--- src/sv/srr_pkg.sv ---
`timescale 1ns / 1ps

package srr_pkg;

    // Reorder buffer depth; slots are indexed by the low sequence bits,
    // so this must be a power of two.
    localparam int WINDOW_MAX  = 32;
    localparam int SLOT_AW     = $clog2(WINDOW_MAX);
    localparam int MAX_PAYLOAD = 1456;

    localparam int SEQ_W    = 32;
    localparam int LEN_W    = 11;
    localparam int HANDLE_W = 16;
    localparam int FILE_W   = 16;
    localparam int WIN_W    = 6;
    localparam int SLOT_W   = HANDLE_W + LEN_W;

    localparam logic [WIN_W-1:0] WINDOW_RESET = 6'd10;

    typedef enum logic [1:0] {
        PKT_START = 2'd0,
        PKT_END   = 2'd1,
        PKT_DATA  = 2'd2,
        PKT_ACK   = 2'd3
    } t_pkt_type;

    typedef enum logic [1:0] {
        ACT_ACK     = 2'd0,
        ACT_DELIVER = 2'd1,
        ACT_OPEN    = 2'd2,
        ACT_CLOSE   = 2'd3
    } t_action;

    typedef enum logic [2:0] {
        ST_IDLE,
        ST_EVAL,
        ST_EMIT2,
        ST_DRAIN,
        ST_ACK
    } t_state;

    // One result item
    typedef struct packed {
        t_action             action;
        logic [SEQ_W-1:0]    ack_seq;
        logic [HANDLE_W-1:0] handle;
        logic [LEN_W-1:0]    len;
        logic [FILE_W-1:0]   file_index;
        logic                last;
    } t_result;

    // Slot memory request: one write port, one read port
    typedef struct packed {
        logic               we;
        logic [SLOT_AW-1:0] waddr;
        logic [SLOT_W-1:0]  wdata;
        logic               re;
        logic [SLOT_AW-1:0] raddr;
    } t_ram_req;

endpackage

--- src/sv/srr_slot_ram.sv ---
`timescale 1ns / 1ps

module srr_slot_ram #(
    parameter int DEPTH = 32,
    parameter int WIDTH = 27
) (
    input  logic                     i_clk,
    input  logic                     i_we,
    input  logic [$clog2(DEPTH)-1:0] i_waddr,
    input  logic [WIDTH-1:0]         i_wdata,
    input  logic                     i_re,
    input  logic [$clog2(DEPTH)-1:0] i_raddr,
    output logic [WIDTH-1:0]         o_rdata
);

    logic [WIDTH-1:0] r_mem [DEPTH];
    logic [WIDTH-1:0] r_rdata;

    // Write port
    always_ff @(posedge i_clk) begin
        if (i_we) begin
            r_mem[i_waddr] <= i_wdata;
        end
    end

    // Registered read, held while no read is issued
    always_ff @(posedge i_clk) begin
        if (i_re) begin
            r_rdata <= r_mem[i_raddr];
        end
    end

    assign o_rdata = r_rdata;

endmodule

--- src/sv/srr_ctrl.sv ---
`timescale 1ns / 1ps

module srr_ctrl (
    input  logic                            i_clk,
    input  logic                            i_rst_n,
    input  logic                            i_in_valid,
    output logic                            o_in_ready,
    input  srr_pkg::t_pkt_type              i_pkt_type,
    input  logic [srr_pkg::SEQ_W-1:0]       i_seq_num,
    input  logic [srr_pkg::LEN_W-1:0]       i_payload_len,
    input  logic [srr_pkg::HANDLE_W-1:0]    i_payload_handle,
    input  logic                            i_frame_good,
    input  logic [srr_pkg::WIN_W-1:0]       i_window,
    input  logic                            i_out_free,
    output logic                            o_emit,
    output srr_pkg::t_result                o_res,
    output srr_pkg::t_ram_req               o_ram,
    input  logic [srr_pkg::SLOT_W-1:0]      i_ram_rdata
);

    srr_pkg::t_state                 r_state, n_state;
    srr_pkg::t_pkt_type              r_type;
    logic [srr_pkg::SEQ_W-1:0]       r_seq;
    logic [srr_pkg::LEN_W-1:0]       r_len;
    logic [srr_pkg::HANDLE_W-1:0]    r_handle;
    logic                            r_good;

    logic                            r_active, n_active;
    logic [srr_pkg::SEQ_W-1:0]       r_expected, n_expected;
    logic [srr_pkg::SEQ_W-1:0]       r_start_seq, n_start_seq;
    logic [srr_pkg::FILE_W-1:0]      r_conn_count, n_conn_count;
    logic [srr_pkg::WINDOW_MAX-1:0]  r_valid, n_valid;

    logic                            w_accept;
    logic                            w_bad;
    logic [srr_pkg::SEQ_W-1:0]       w_off;
    logic [srr_pkg::SEQ_W-1:0]       w_win;
    logic [srr_pkg::SLOT_AW-1:0]     w_slot;
    logic [srr_pkg::SLOT_AW-1:0]     w_next_slot;
    logic [srr_pkg::SLOT_AW-1:0]     w_drain_next;

    assign o_in_ready = (r_state == srr_pkg::ST_IDLE);
    assign w_accept   = i_in_valid && o_in_ready;

    // Latch the item on accept
    always_ff @(posedge i_clk) begin
        if (w_accept) begin
            r_type   <= i_pkt_type;
            r_seq    <= i_seq_num;
            r_len    <= i_payload_len;
            r_handle <= i_payload_handle;
            r_good   <= i_frame_good;
        end
    end

    // Window clamped to 1..WINDOW_MAX
    always_comb begin
        if (i_window == '0) begin
            w_win = srr_pkg::SEQ_W'(1);
        end else if (srr_pkg::SEQ_W'(i_window) > srr_pkg::SEQ_W'(srr_pkg::WINDOW_MAX)) begin
            w_win = srr_pkg::SEQ_W'(srr_pkg::WINDOW_MAX);
        end else begin
            w_win = srr_pkg::SEQ_W'(i_window);
        end
    end

    assign w_bad        = !r_good || (r_len > srr_pkg::LEN_W'(srr_pkg::MAX_PAYLOAD));
    assign w_off        = r_seq - r_expected;
    assign w_slot       = r_seq[srr_pkg::SLOT_AW-1:0];
    assign w_next_slot  = w_slot + srr_pkg::SLOT_AW'(1);
    assign w_drain_next = r_expected[srr_pkg::SLOT_AW-1:0] + srr_pkg::SLOT_AW'(1);

    // State and connection registers
    always_ff @(posedge i_clk) begin
        if (!i_rst_n) begin
            r_state      <= srr_pkg::ST_IDLE;
            r_active     <= 1'b0;
            r_expected   <= '0;
            r_start_seq  <= '0;
            r_conn_count <= '0;
            r_valid      <= '0;
        end else begin
            r_state      <= n_state;
            r_active     <= n_active;
            r_expected   <= n_expected;
            r_start_seq  <= n_start_seq;
            r_conn_count <= n_conn_count;
            r_valid      <= n_valid;
        end
    end

    // Next state, results and slot memory accesses
    always_comb begin
        n_state      = r_state;
        n_active     = r_active;
        n_expected   = r_expected;
        n_start_seq  = r_start_seq;
        n_conn_count = r_conn_count;
        n_valid      = r_valid;
        o_emit       = 1'b0;
        o_res        = '0;
        o_res.action     = srr_pkg::ACT_ACK;
        o_res.file_index = r_conn_count;
        o_ram        = '0;

        unique case (r_state)
            srr_pkg::ST_IDLE: begin
                if (w_accept) begin
                    n_state = srr_pkg::ST_EVAL;
                end
            end

            srr_pkg::ST_EVAL: begin
                priority if (w_bad) begin
                    n_state = srr_pkg::ST_IDLE;
                end else if (!r_active) begin
                    // Open a new connection on start, ignore the rest
                    if (r_type != srr_pkg::PKT_START) begin
                        n_state = srr_pkg::ST_IDLE;
                    end else if (i_out_free) begin
                        o_emit       = 1'b1;
                        o_res.action = srr_pkg::ACT_OPEN;
                        n_active     = 1'b1;
                        n_expected   = '0;
                        n_start_seq  = r_seq;
                        n_valid      = '0;
                        n_state      = srr_pkg::ST_EMIT2;
                    end
                end else if (r_type == srr_pkg::PKT_DATA) begin
                    if (w_off == '0) begin
                        // In order: deliver, then look at the next slot
                        if (i_out_free) begin
                            o_emit       = 1'b1;
                            o_res.action = srr_pkg::ACT_DELIVER;
                            o_res.handle = r_handle;
                            o_res.len    = r_len;
                            n_expected   = r_expected + srr_pkg::SEQ_W'(1);
                            if (r_valid[w_next_slot]) begin
                                o_ram.re    = 1'b1;
                                o_ram.raddr = w_next_slot;
                                n_state     = srr_pkg::ST_DRAIN;
                            end else begin
                                n_state = srr_pkg::ST_ACK;
                            end
                        end
                    end else if (w_off < w_win || r_seq < r_expected) begin
                        // Ahead in window: buffer once; stale: ack only
                        if (i_out_free) begin
                            if (w_off < w_win && !r_valid[w_slot]) begin
                                n_valid[w_slot] = 1'b1;
                                o_ram.we        = 1'b1;
                                o_ram.waddr     = w_slot;
                                o_ram.wdata     = {r_handle, r_len};
                            end
                            o_emit        = 1'b1;
                            o_res.ack_seq = r_seq;
                            o_res.last    = 1'b1;
                            n_state       = srr_pkg::ST_IDLE;
                        end
                    end else begin
                        n_state = srr_pkg::ST_IDLE;
                    end
                end else if (r_type == srr_pkg::PKT_END && r_seq == r_start_seq) begin
                    if (i_out_free) begin
                        o_emit        = 1'b1;
                        o_res.ack_seq = r_start_seq;
                        n_state       = srr_pkg::ST_EMIT2;
                    end
                end else begin
                    n_state = srr_pkg::ST_IDLE;
                end
            end

            srr_pkg::ST_EMIT2: begin
                // Ack after open, or close after the end ack
                if (i_out_free) begin
                    o_emit     = 1'b1;
                    o_res.last = 1'b1;
                    if (r_type == srr_pkg::PKT_START) begin
                        o_res.ack_seq = r_seq;
                    end else begin
                        o_res.action = srr_pkg::ACT_CLOSE;
                        n_active     = 1'b0;
                        n_conn_count = r_conn_count + srr_pkg::FILE_W'(1);
                    end
                    n_state = srr_pkg::ST_IDLE;
                end
            end

            srr_pkg::ST_DRAIN: begin
                // Deliver the slot held by the registered read, prefetch the next one
                if (i_out_free) begin
                    o_emit       = 1'b1;
                    o_res.action = srr_pkg::ACT_DELIVER;
                    o_res.handle = i_ram_rdata[srr_pkg::SLOT_W-1:srr_pkg::LEN_W];
                    o_res.len    = i_ram_rdata[srr_pkg::LEN_W-1:0];
                    n_valid[r_expected[srr_pkg::SLOT_AW-1:0]] = 1'b0;
                    n_expected   = r_expected + srr_pkg::SEQ_W'(1);
                    if (r_valid[w_drain_next]) begin
                        o_ram.re    = 1'b1;
                        o_ram.raddr = w_drain_next;
                    end else begin
                        n_state = srr_pkg::ST_ACK;
                    end
                end
            end

            srr_pkg::ST_ACK: begin
                if (i_out_free) begin
                    o_emit        = 1'b1;
                    o_res.ack_seq = r_seq;
                    o_res.last    = 1'b1;
                    n_state       = srr_pkg::ST_IDLE;
                end
            end

            default: begin
                n_state = srr_pkg::ST_IDLE;
            end
        endcase
    end

endmodule

--- src/sv/selective_repeat_reorder_receiver.sv ---
`timescale 1ns / 1ps

// Selective-repeat receiver for one connection at a time. Each input item is
// a packet descriptor; each output item is one action (ack, deliver, open,
// close) with tlast on the final action caused by that packet. A bad or
// ignored packet gives nothing. An in-order data packet releases its buffered
// successors: the drain reads the slot memory one entry per cycle, while the
// output is free, through its single read port. The next packet is taken
// once the last result of the current one sits in the output register.
// Buffered slot contents live in a 32-entry memory indexed by the low
// sequence bits; slot valid bits are flops, so no clearing pass follows
// reset. window_size may be written only while the block is idle.
module selective_repeat_reorder_receiver (
    input  logic        i_clk,
    input  logic        i_rst_n,
    input  logic        i_cfg_we,
    input  logic [5:0]  i_cfg_wdata,
    input  logic        i_s_axis_tvalid,
    output logic        o_s_axis_tready,
    // [31:0] seq_num, [42:32] payload_len, [58:43] payload_handle, [63:59] zero
    input  logic [63:0] i_s_axis_tdata,
    // [1:0] pkt_type, [2] frame_good
    input  logic [2:0]  i_s_axis_tuser,
    output logic        o_m_axis_tvalid,
    input  logic        i_m_axis_tready,
    // [31:0] ack_seq, [47:32] deliver_handle, [58:48] deliver_len,
    // [74:59] file_index, [79:75] zero
    output logic [79:0] o_m_axis_tdata,
    // [1:0] action
    output logic [1:0]  o_m_axis_tuser,
    // last_of_run
    output logic        o_m_axis_tlast
);

    logic [srr_pkg::WIN_W-1:0]  r_window;
    logic                       r_out_valid;
    srr_pkg::t_result           r_out;
    logic                       w_out_free;
    logic                       w_emit;
    srr_pkg::t_result           w_res;
    srr_pkg::t_ram_req          w_ram;
    logic [srr_pkg::SLOT_W-1:0] w_ram_rdata;

    // Window register
    always_ff @(posedge i_clk) begin
        if (!i_rst_n) begin
            r_window <= srr_pkg::WINDOW_RESET;
        end else if (i_cfg_we) begin
            r_window <= i_cfg_wdata;
        end
    end

    srr_ctrl u_ctrl (
        .i_clk            (i_clk),
        .i_rst_n          (i_rst_n),
        .i_in_valid       (i_s_axis_tvalid),
        .o_in_ready       (o_s_axis_tready),
        .i_pkt_type       (srr_pkg::t_pkt_type'(i_s_axis_tuser[1:0])),
        .i_seq_num        (i_s_axis_tdata[31:0]),
        .i_payload_len    (i_s_axis_tdata[42:32]),
        .i_payload_handle (i_s_axis_tdata[58:43]),
        .i_frame_good     (i_s_axis_tuser[2]),
        .i_window         (r_window),
        .i_out_free       (w_out_free),
        .o_emit           (w_emit),
        .o_res            (w_res),
        .o_ram            (w_ram),
        .i_ram_rdata      (w_ram_rdata)
    );

    srr_slot_ram #(
        .DEPTH (srr_pkg::WINDOW_MAX),
        .WIDTH (srr_pkg::SLOT_W)
    ) u_slot_ram (
        .i_clk   (i_clk),
        .i_we    (w_ram.we),
        .i_waddr (w_ram.waddr),
        .i_wdata (w_ram.wdata),
        .i_re    (w_ram.re),
        .i_raddr (w_ram.raddr),
        .o_rdata (w_ram_rdata)
    );

    // Output register: load a new item when empty or being taken
    assign w_out_free = !r_out_valid || i_m_axis_tready;

    always_ff @(posedge i_clk) begin
        if (!i_rst_n) begin
            r_out_valid <= 1'b0;
        end else if (w_out_free) begin
            r_out_valid <= w_emit;
        end
    end

    always_ff @(posedge i_clk) begin
        if (w_out_free && w_emit) begin
            r_out <= w_res;
        end
    end

    assign o_m_axis_tvalid = r_out_valid;
    assign o_m_axis_tdata  = {5'd0, r_out.file_index, r_out.len, r_out.handle, r_out.ack_seq};
    assign o_m_axis_tuser  = r_out.action;
    assign o_m_axis_tlast  = r_out.last;

`ifndef ASSERT_OFF
    a_no_rw_same_cycle: assert property (@(posedge i_clk) disable iff (!i_rst_n)
        !(w_ram.we && w_ram.re))
        else $error("slot memory read and write in the same cycle");

    a_no_emit_when_ready: assert property (@(posedge i_clk) disable iff (!i_rst_n)
        o_s_axis_tready |-> !w_emit)
        else $error("result produced while waiting for an input item");

    a_close_is_last: assert property (@(posedge i_clk) disable iff (!i_rst_n)
        (w_emit && w_res.action == srr_pkg::ACT_CLOSE) |-> w_res.last)
        else $error("close action not marked last");

    a_open_not_last: assert property (@(posedge i_clk) disable iff (!i_rst_n)
        (w_emit && w_res.action == srr_pkg::ACT_OPEN) |-> !w_res.last)
        else $error("open action marked last");
`endif

endmodule
--- config.mk ---
export PLATFORM = sky130hd
export DESIGN_NAME = selective_repeat_reorder_receiver
export DESIGN_NICKNAME = d
export VERILOG_FILES = /design/src/sv/srr_pkg.sv /design/src/sv/srr_slot_ram.sv /design/src/sv/srr_ctrl.sv /design/src/sv/selective_repeat_reorder_receiver.sv
export SDC_FILE = /design/constraint.sdc
export NUM_CORES = 2
export LEC_CHECK = 0
export ABC_CLOCK_PERIOD_IN_PS = 9600
export BUFFER_PORTS_ARGS = -buffer_cell sky130_fd_sc_hd__buf_4
export CAP_MARGIN = 20
export CORE_AREA = 2 2 301 303
export DETAILED_ROUTE_END_ITERATION = 7
export DIE_AREA = 0 0 303 305
export PLACE_DENSITY = 0.78
export SETUP_SLACK_MARGIN = 0.15
export SLEW_MARGIN = 10
export SYNTH_ARGS = -nofsm -noshare
export SYNTH_HDL_FRONTEND = slang
export SYNTH_SLANG_ARGS = --single-unit
--- constraint.sdc ---
create_clock -name i_clk -period 9.6 [get_ports i_clk]
set_input_delay 1.92 -clock i_clk [delete_from_list [all_inputs] [get_ports i_clk]]
set_output_delay 1.92 -clock i_clk [all_outputs]
set_load 0.01 [all_outputs]
Word-level counts from Yosys, hierarchy flattened
Memories as Yosys holds them, arrays and structs flattened. A register that Yosys moved wholly into a read port is not among the register bits.
Cells that the tools add are included.

cells by class
  add/subtract/negate cells = 5
  $lt $le $gt $ge = 10
  equality and inequality tests = 22
  multiplexer cells = 103
  bitwise gates (word level) = 7
  reduce and logical (&&, ||, !) cells = 27

operators by type and width
  kind                                                        number
  2-to-1 mux 32 bit                                           23
  2-to-1 mux 33 bit                                           5
  one-hot mux 32 bit (2 select lines)                         2
  2-to-1 mux 39 bit                                           3
  2-to-1 mux 27 bit                                           4
  one-hot mux 32 bit (3 select lines)                         1
  less-than comparator 32 bit                                 2
  2-to-1 mux 61 bit                                           1
  2-to-1 mux 59 bit                                           1
  one-hot mux 27 bit (2 select lines)                         1
  2-to-1 mux 3 bit                                            14
  2-to-1 mux 6 bit                                            6
  2-to-1 mux 34 bit                                           1
  adder 32 x 1 -> 32 bit, second input constant               1
  AND 32 bit                                                  1
  == test 32 bit                                              1
  zero test 32 bit                                            1
  inverter 32 bit                                             1
  OR 32 bit                                                   1
  subtractor 32 bit                                           1
  less-than comparator 5 x 6 -> 1 bit, second input constant  4
  2-to-1 mux 1 bit                                            24
  adder 16 x 1 -> 16 bit, second input constant               1
  binary-select mux 1 bit (select 5 bit)                      3
  other kinds (35)                                            71

word-level totals
  register bits after elaboration = 263
  memory bits (writable) = 864
  input port bits = 78
  output and inout port bits = 85
  logic and storage cells = 194
  memories = 1

memory list
  memory            depth  width  read ports  clocked after memory_dff  write ports  line                source
  u_slot_ram.r_mem  32     27     1           1                         1            srr_slot_ram.sv:16  logic [WIDTH-1:0] r_mem [DEPTH];

Longest topological paths before layout
  depth after elaboration = 15
  mapped depth = 24
  gate-level depth less buffers = 17

Cells and area by module
Synthesis repeated with hierarchy kept, for this count alone.

second synthesis, totals
  cells, all modules = 3429
  area, all modules = 49404.9 µm²

modules (own cells, without submodules)
  module                             instances  cells an instance  area each (µm²)  seq. area each (µm²)
  srr_slot_ram                       1          1915               34493.1          26755.7
  srr_ctrl                           1          1406               12253.0          4184.0
  selective_repeat_reorder_receiver  1          108                2658.8           2482.4

Worst setup path after synthesis
No wires, ideal clock.

  kind = reg-to-reg
  start point = register u_ctrl.r_seq[0] (netlist name)
  end point = register r_out (netlist bit o_m_axis_tdata[0]) (enable)
  library setup time = 0.515 ns
  data arrival time = 7.807 ns
  required time = 9.085 ns
  setup slack = 1.279 ns
  stages on the path, launching flop included = 21
  path buffers = 3
  clock period less this slack = 8.321 ns
  cells stage by stage = edfxtp_1 clkbuf_1 buf_1 clkbuf_1 inv_1 ha_1 inv_1 fa_1 a211oi_2 o211ai_1 a31oi_2 o21ai_0 a2111oi_0 o31ai_1 nor4_2 nand3_1 o22ai_1 o21ai_0 a211oi_1 o31ai_1 nor2_1

on the way
  cells in the longest elaborated chain, start to end = 10
  elaborated cells on any way between the ends = 15
  those cells by class = 1 x add/sub; 2 x order compare; 1 x eq/ne; 7 x mux; 4 x reduce/logical

RTL lines
  what                                    line                                     source
  start: declaration                      srr_ctrl.sv:23                           logic [srr_pkg::SEQ_W-1:0] r_seq;
  start signal: assignment                srr_ctrl.sv:49                           r_seq <= i_seq_num;
  subtractor 32 bit                       srr_ctrl.sv:68                           assign w_off = r_seq - r_expected;
  less-than comparator 32 bit             srr_ctrl.sv:146                          end else if (w_off < w_win || r_seq < r_expected) begin
  logical OR 1 bit                        srr_ctrl.sv:146
  2-to-1 mux 1 bit                        srr_ctrl.sv:146
  2-to-1 mux 1 bit                        srr_ctrl.sv:130                          if (w_off == '0) begin
  2-to-1 mux 1 bit (*)                    srr_ctrl.sv:129                          end else if (r_type == srr_pkg::PKT_DATA) begin
  2-to-1 mux 1 bit (*)                    srr_ctrl.sv:116                          end else if (!r_active) begin
  2-to-1 mux 1 bit (*)                    srr_ctrl.sv:114                          priority if (w_bad) begin
  one-hot mux 1 bit (2 select lines) (*)  srr_ctrl.sv:106                          unique case (r_state)
  logical AND 1 bit (*)                   selective_repeat_reorder_receiver.sv:96  if (w_out_free && w_emit) begin
  end signal: assignment                  selective_repeat_reorder_receiver.sv:97  r_out <= w_res;
  end: declaration                        selective_repeat_reorder_receiver.sv:37  srr_pkg::t_result r_out;

Every way passes the cells marked *; elsewhere a longest branch is shown, timed or not.
A chain may end at the register's enable or synchronous reset.

Final worst setup path
  start point = register u_ctrl.r_expected[0] (netlist name)
  end point = memory u_slot_ram.r_mem[13][4] (enable)

on the way
  cells in the longest elaborated chain, start to end = 13
  elaborated cells on any way between the ends = 16
  those cells by class = 1 x add/sub; 2 x order compare; 10 x mux; 3 x reduce/logical

RTL lines
  what                                    line                              source
  start: declaration                      srr_ctrl.sv:29                    logic [srr_pkg::SEQ_W-1:0] r_expected, n_expected;
  start signal: assignment                srr_ctrl.sv:85                    r_expected <= n_expected;
  subtractor 32 bit                       srr_ctrl.sv:68
  less-than comparator 32 bit             srr_ctrl.sv:146, srr_ctrl.sv:149
  logical AND 1 bit                       srr_ctrl.sv:149                   if (w_off < w_win && !r_valid[w_slot]) begin
  2-to-1 mux 33 bit                       srr_ctrl.sv:149
  2-to-1 mux 33 bit                       srr_ctrl.sv:148                   if (i_out_free) begin
  2-to-1 mux 33 bit                       srr_ctrl.sv:146
  2-to-1 mux 33 bit (*)                   srr_ctrl.sv:130
  2-to-1 mux 39 bit (*)                   srr_ctrl.sv:129
  2-to-1 mux 39 bit (*)                   srr_ctrl.sv:116
  2-to-1 mux 39 bit (*)                   srr_ctrl.sv:114
  2-to-1 mux 33 bit (*)                   srr_ctrl.sv:106
  2-to-1 mux 1 bit                        srr_slot_ram.sv:21                if (i_we) begin
  2-to-1 mux 1 bit (not written as such)  srr_slot_ram.sv:22                r_mem[i_waddr] <= i_wdata;
  end: declaration                        srr_slot_ram.sv:16

Marked as above.

==> run summary <==
outcome: finished, violations left
violated checks: DRC
Worst setup EP type: flop
Clock Latency Late Sink: 730 ps
layout cells sized above 1: 12.83%
reg2reg setup slack: 2090 ps
first-pass GRT wire length: 188300 um
WP data required: 10030 ps
WL/cell: 25.75 um
RR Startpoint: u_ctrl.r_expected[0]$_SDFFE_PN0P_
Pre-antenna DRT Iters: 8
CP max FO: 28
Die Wd: 303 um
Num CTS Buffers: 112
CP Launch Type: flop
post-route cell area: 55030 um2
Final min period: 7513 ps
max cap viols: 0
Slew @ Worst Pin: 1106 ps
dpl cells: 4739
Root Buffer: clkbuf_16
post-detail-place hpwl: 75240 um
cts repair resizes: 0
final hold viol count: 0
Max VDD drop: 0.1746 mV
CP Class: reg -> reg
final non-filler cell total: 4958
Synth cell types: 85
Mean Syn Cell Area: 13.72 um2
Setup WS pre-CTS: 2252 ps
die footprint: 92420 um2
via density per instance: 6.305
Hold EP: o_m_axis_tdata[69]$_DFFE_PP_
largest net degree at the start of global routing: 157
worst hold slack: 445.4 ps
hold_sp: u_ctrl.r_conn_count[10]$_SDFFE_PN0P_
Setup Skew: 61.97 ps
max_slew headroom: 26.27%
row cnt: 110
Worst Reg-to-Reg Cells: 16
Post-synth EDFFs: 1031
initial antenna violation count: 3
vias in the first global route: 30.54k
placed cell area: 51340 um2
reg2reg end: u_slot_ram.r_mem[13][4]$_DFFE_PP_
die height: 305 um
Hold Crit Depth: 0
Final setup viols: 0
Worst-path clk slew: 70 ps
grt ovf: 0
Worst Hold Class: reg -> reg
post-layout util: 61.61%
DRC: 38
period utilization: 78.26%
iteration-0 DRC count of the detailed router: 3937
Critical Path AT: 7940 ps
Post-Route Setup TNS: 0 ps
Core ar.: 89320 um2
clock sinks: 1154
Initial Utilization: 54.50%
Leak Pwr: 18.39 nW
flops & latches, synth: 1154
Async SR Flop Fraction: 0%
post-CTS setup buffers: 0
highest clock rate: 0.1331 GHz
Slew Limit Fails: 0
Nets: 3809
IO Pins: 163
sequential fraction of the synthesis area: 68.65%
Antenna Nets Post-Route: 0
P&R area growth vs syn: 13.04%
port buffer count: 152
Hold Buf Count CTS: 0
CTS tree: yes
Ys Warns: 0
synthesized cell area: 48680 um2
H-tree level count: 3
detailed-route via count: 31.26k
Final WS setup: 2087 ps
GP Congestion: 0.9147
final WL: 127700 um
cells after synthesis: 3548
Max Buffers Root-to-Sink: 3
Primary FF master, synth: edfxtp_1
power per cell area: 181.2 nW/um2
RSZ-0062 raised after global routing: no
gr usage total: 27.40%
overall power: 9.972 mW
routing by layer:
layer,vias to the layer above,share of wire [%],wire [um],global-route usage (%)
li1,13758,-,-,-
met1,15303,37,47460,36.19
met2,1830,48,61700,44.73
met3,365,10,12790,4.805
met4,4,4.5,5709,11.74
met5,-,0.020,26,0
synthesized netlist by cell type (7+ instances only):
master     instances  area [um2]
mux2i_1          256        2562
a21boi_0          53       397.9
or3_1             11       68.82
nor2b_1           26       162.7
and3_1            14       87.58
o21a_1             9       67.56
xor2_1            41       359.1
o21ai_1            8       40.04
a32o_1            28       280.3
and2_1            49       306.5
mux4_2            27       608.1
o21ai_0          114       570.6
a211oi_1          12       90.09
a31oi_1           23       143.9
nand3_1           72       360.4
nand2_1          529        1986
dfxtp_1          123        2462
xnor2_1           58       508.0
nor2_1           214       803.3
inv_1             56       210.2
clkbuf_1         121       454.2
buf_1              9       33.78
nand2b_1          10       62.56
nor3_1            27       135.1
a22o_1            57       499.2
ha_1              46       575.6
nor4_1            20       125.1
a21o_1            15       112.6
edfxtp_1        1031       30960
a21oi_1           81       405.4
a2111oi_1         27       270.3
a32oi_1          136        1191
nor3b_1            9       67.56
buf_2             73       365.4
o22ai_1            7       43.79
nand4_1           55       344.1
registers in the layout, indices dropped and copies added (netlist names):
| register | flops |
|---|---|
| u_slot_ram.r_mem | 864 |
| o_m_axis_tdata | 75 |
| u_ctrl.r_expected | 32 |
| u_ctrl.r_seq | 32 |
| u_ctrl.r_start_seq | 32 |
| u_ctrl.r_valid | 32 |
| u_slot_ram.o_rdata | 27 |
| u_ctrl.r_conn_count | 16 |
| u_ctrl.r_handle | 16 |
| u_ctrl.r_len | 11 |
| r_window | 6 |
| u_ctrl.r_state | 3 |
| o_m_axis_tuser | 2 |
| u_ctrl.r_type | 2 |
| o_m_axis_tlast | 1 |
| o_m_axis_tvalid | 1 |
| u_ctrl.r_active | 1 |
| u_ctrl.r_good | 1 |
power breakdown:
group | internal (mW) | total (mW) | switching [mW]
clock network | 2.38 | 4.27 | 1.89
logic | 0.0964 | 0.250 | 0.153
registers | 5.42 | 5.45 | 0.0294
total | 7.90 | 9.97 | 2.08
how the worst max path moves through the flow:
stage / from / endpoint / cells after the start
final: u_ctrl.r_expected[0]$_SDFFE_PN0P_ / u_slot_ram.r_mem[13][4]$_DFFE_PP_ / 16
after global routing: u_ctrl.r_expected[0]$_SDFFE_PN0P_ / u_slot_ram.r_mem[13][2]$_DFFE_PP_ / 16
after CTS: u_ctrl.r_expected[0]$_SDFFE_PN0P_ / u_slot_ram.r_mem[13][4]$_DFFE_PP_ / 16
after detailed placement: u_ctrl.r_expected[0]$_SDFFE_PN0P_ / u_slot_ram.r_mem[13][25]$_DFFE_PP_ / 16
after global placement: u_ctrl.r_expected[0]$_SDFFE_PN0P_ / u_slot_ram.r_mem[13][25]$_DFFE_PP_ / 16
after floorplan: u_ctrl.r_seq[0]$_DFFE_PP_ / o_m_axis_tdata[0]$_DFFE_PP_ / 20
area by class of cell:
type / count / area (um2)
clock inverter: 70 / 616.8
inverter: 56 / 210.2
antenna: 2 / 5.005
fill: 6448 / 34290
clock buffer: 140 / 2959
timing repair buffer: 232 / 1907
tap: 1176 / 1471
sequential: 1154 / 33420
multi-input combinational: 2128 / 14440
critical path, stage by stage (launching register included):
cell	delay, ps
dfxtp_1	850
ha_1	290
inv_1	50
fa_1	420
a211oi_2	240
o211ai_1	140
a31oi_2	420
o21ai_0	290
a2111oi_0	460
o31ai_1	130
nor4_2	450
nand3_1	310
nor3_2	780
buf_4	540
nand4_1	480
nor2_4	990
buf_4	340
logic make-up after synthesis:
group / Yosys count / share of synthesized area [%]
DFF: 1154 / 68.65
buffers and inverters: 270 / 2.354
and+or+nand+nor: 1062 / 9.782
AOI/OAI and AO/OA: 630 / 9.641
adders and majority gates: 47 / 1.223
xor gates and xnor gates: 99 / 1.781
other: 1 / 0.007703
muxes: 285 / 6.559
cells in the final DEF (no fill, tap or decap), types with 23 or more instances in the layout:
| cell | n |
|---|---|
| nand2_1 | 529 |
| dfxtp_1 | 123 |
| a32o_1 | 28 |
| buf_4 | 218 |
| clkinv_1 | 32 |
| clkbuf_1 | 24 |
| edfxtp_1 | 1031 |
| and2_1 | 48 |
| a21oi_1 | 81 |
| nor2_1 | 177 |
| a21boi_0 | 53 |
| clkbuf_16 | 113 |
| nor2_4 | 35 |
| mux4_2 | 27 |
| a32oi_1 | 136 |
| o21ai_0 | 114 |
| mux2i_1 | 256 |
| nand3_1 | 72 |
| nor3_1 | 26 |
| a31oi_1 | 23 |
| nand4_1 | 55 |
| xnor2_1 | 58 |
| a2111oi_1 | 27 |
| inv_1 | 56 |
| a22o_1 | 57 |
| xor2_1 | 41 |
| ha_1 | 46 |
No activity file was read; power rests on OpenSTA's default activity.
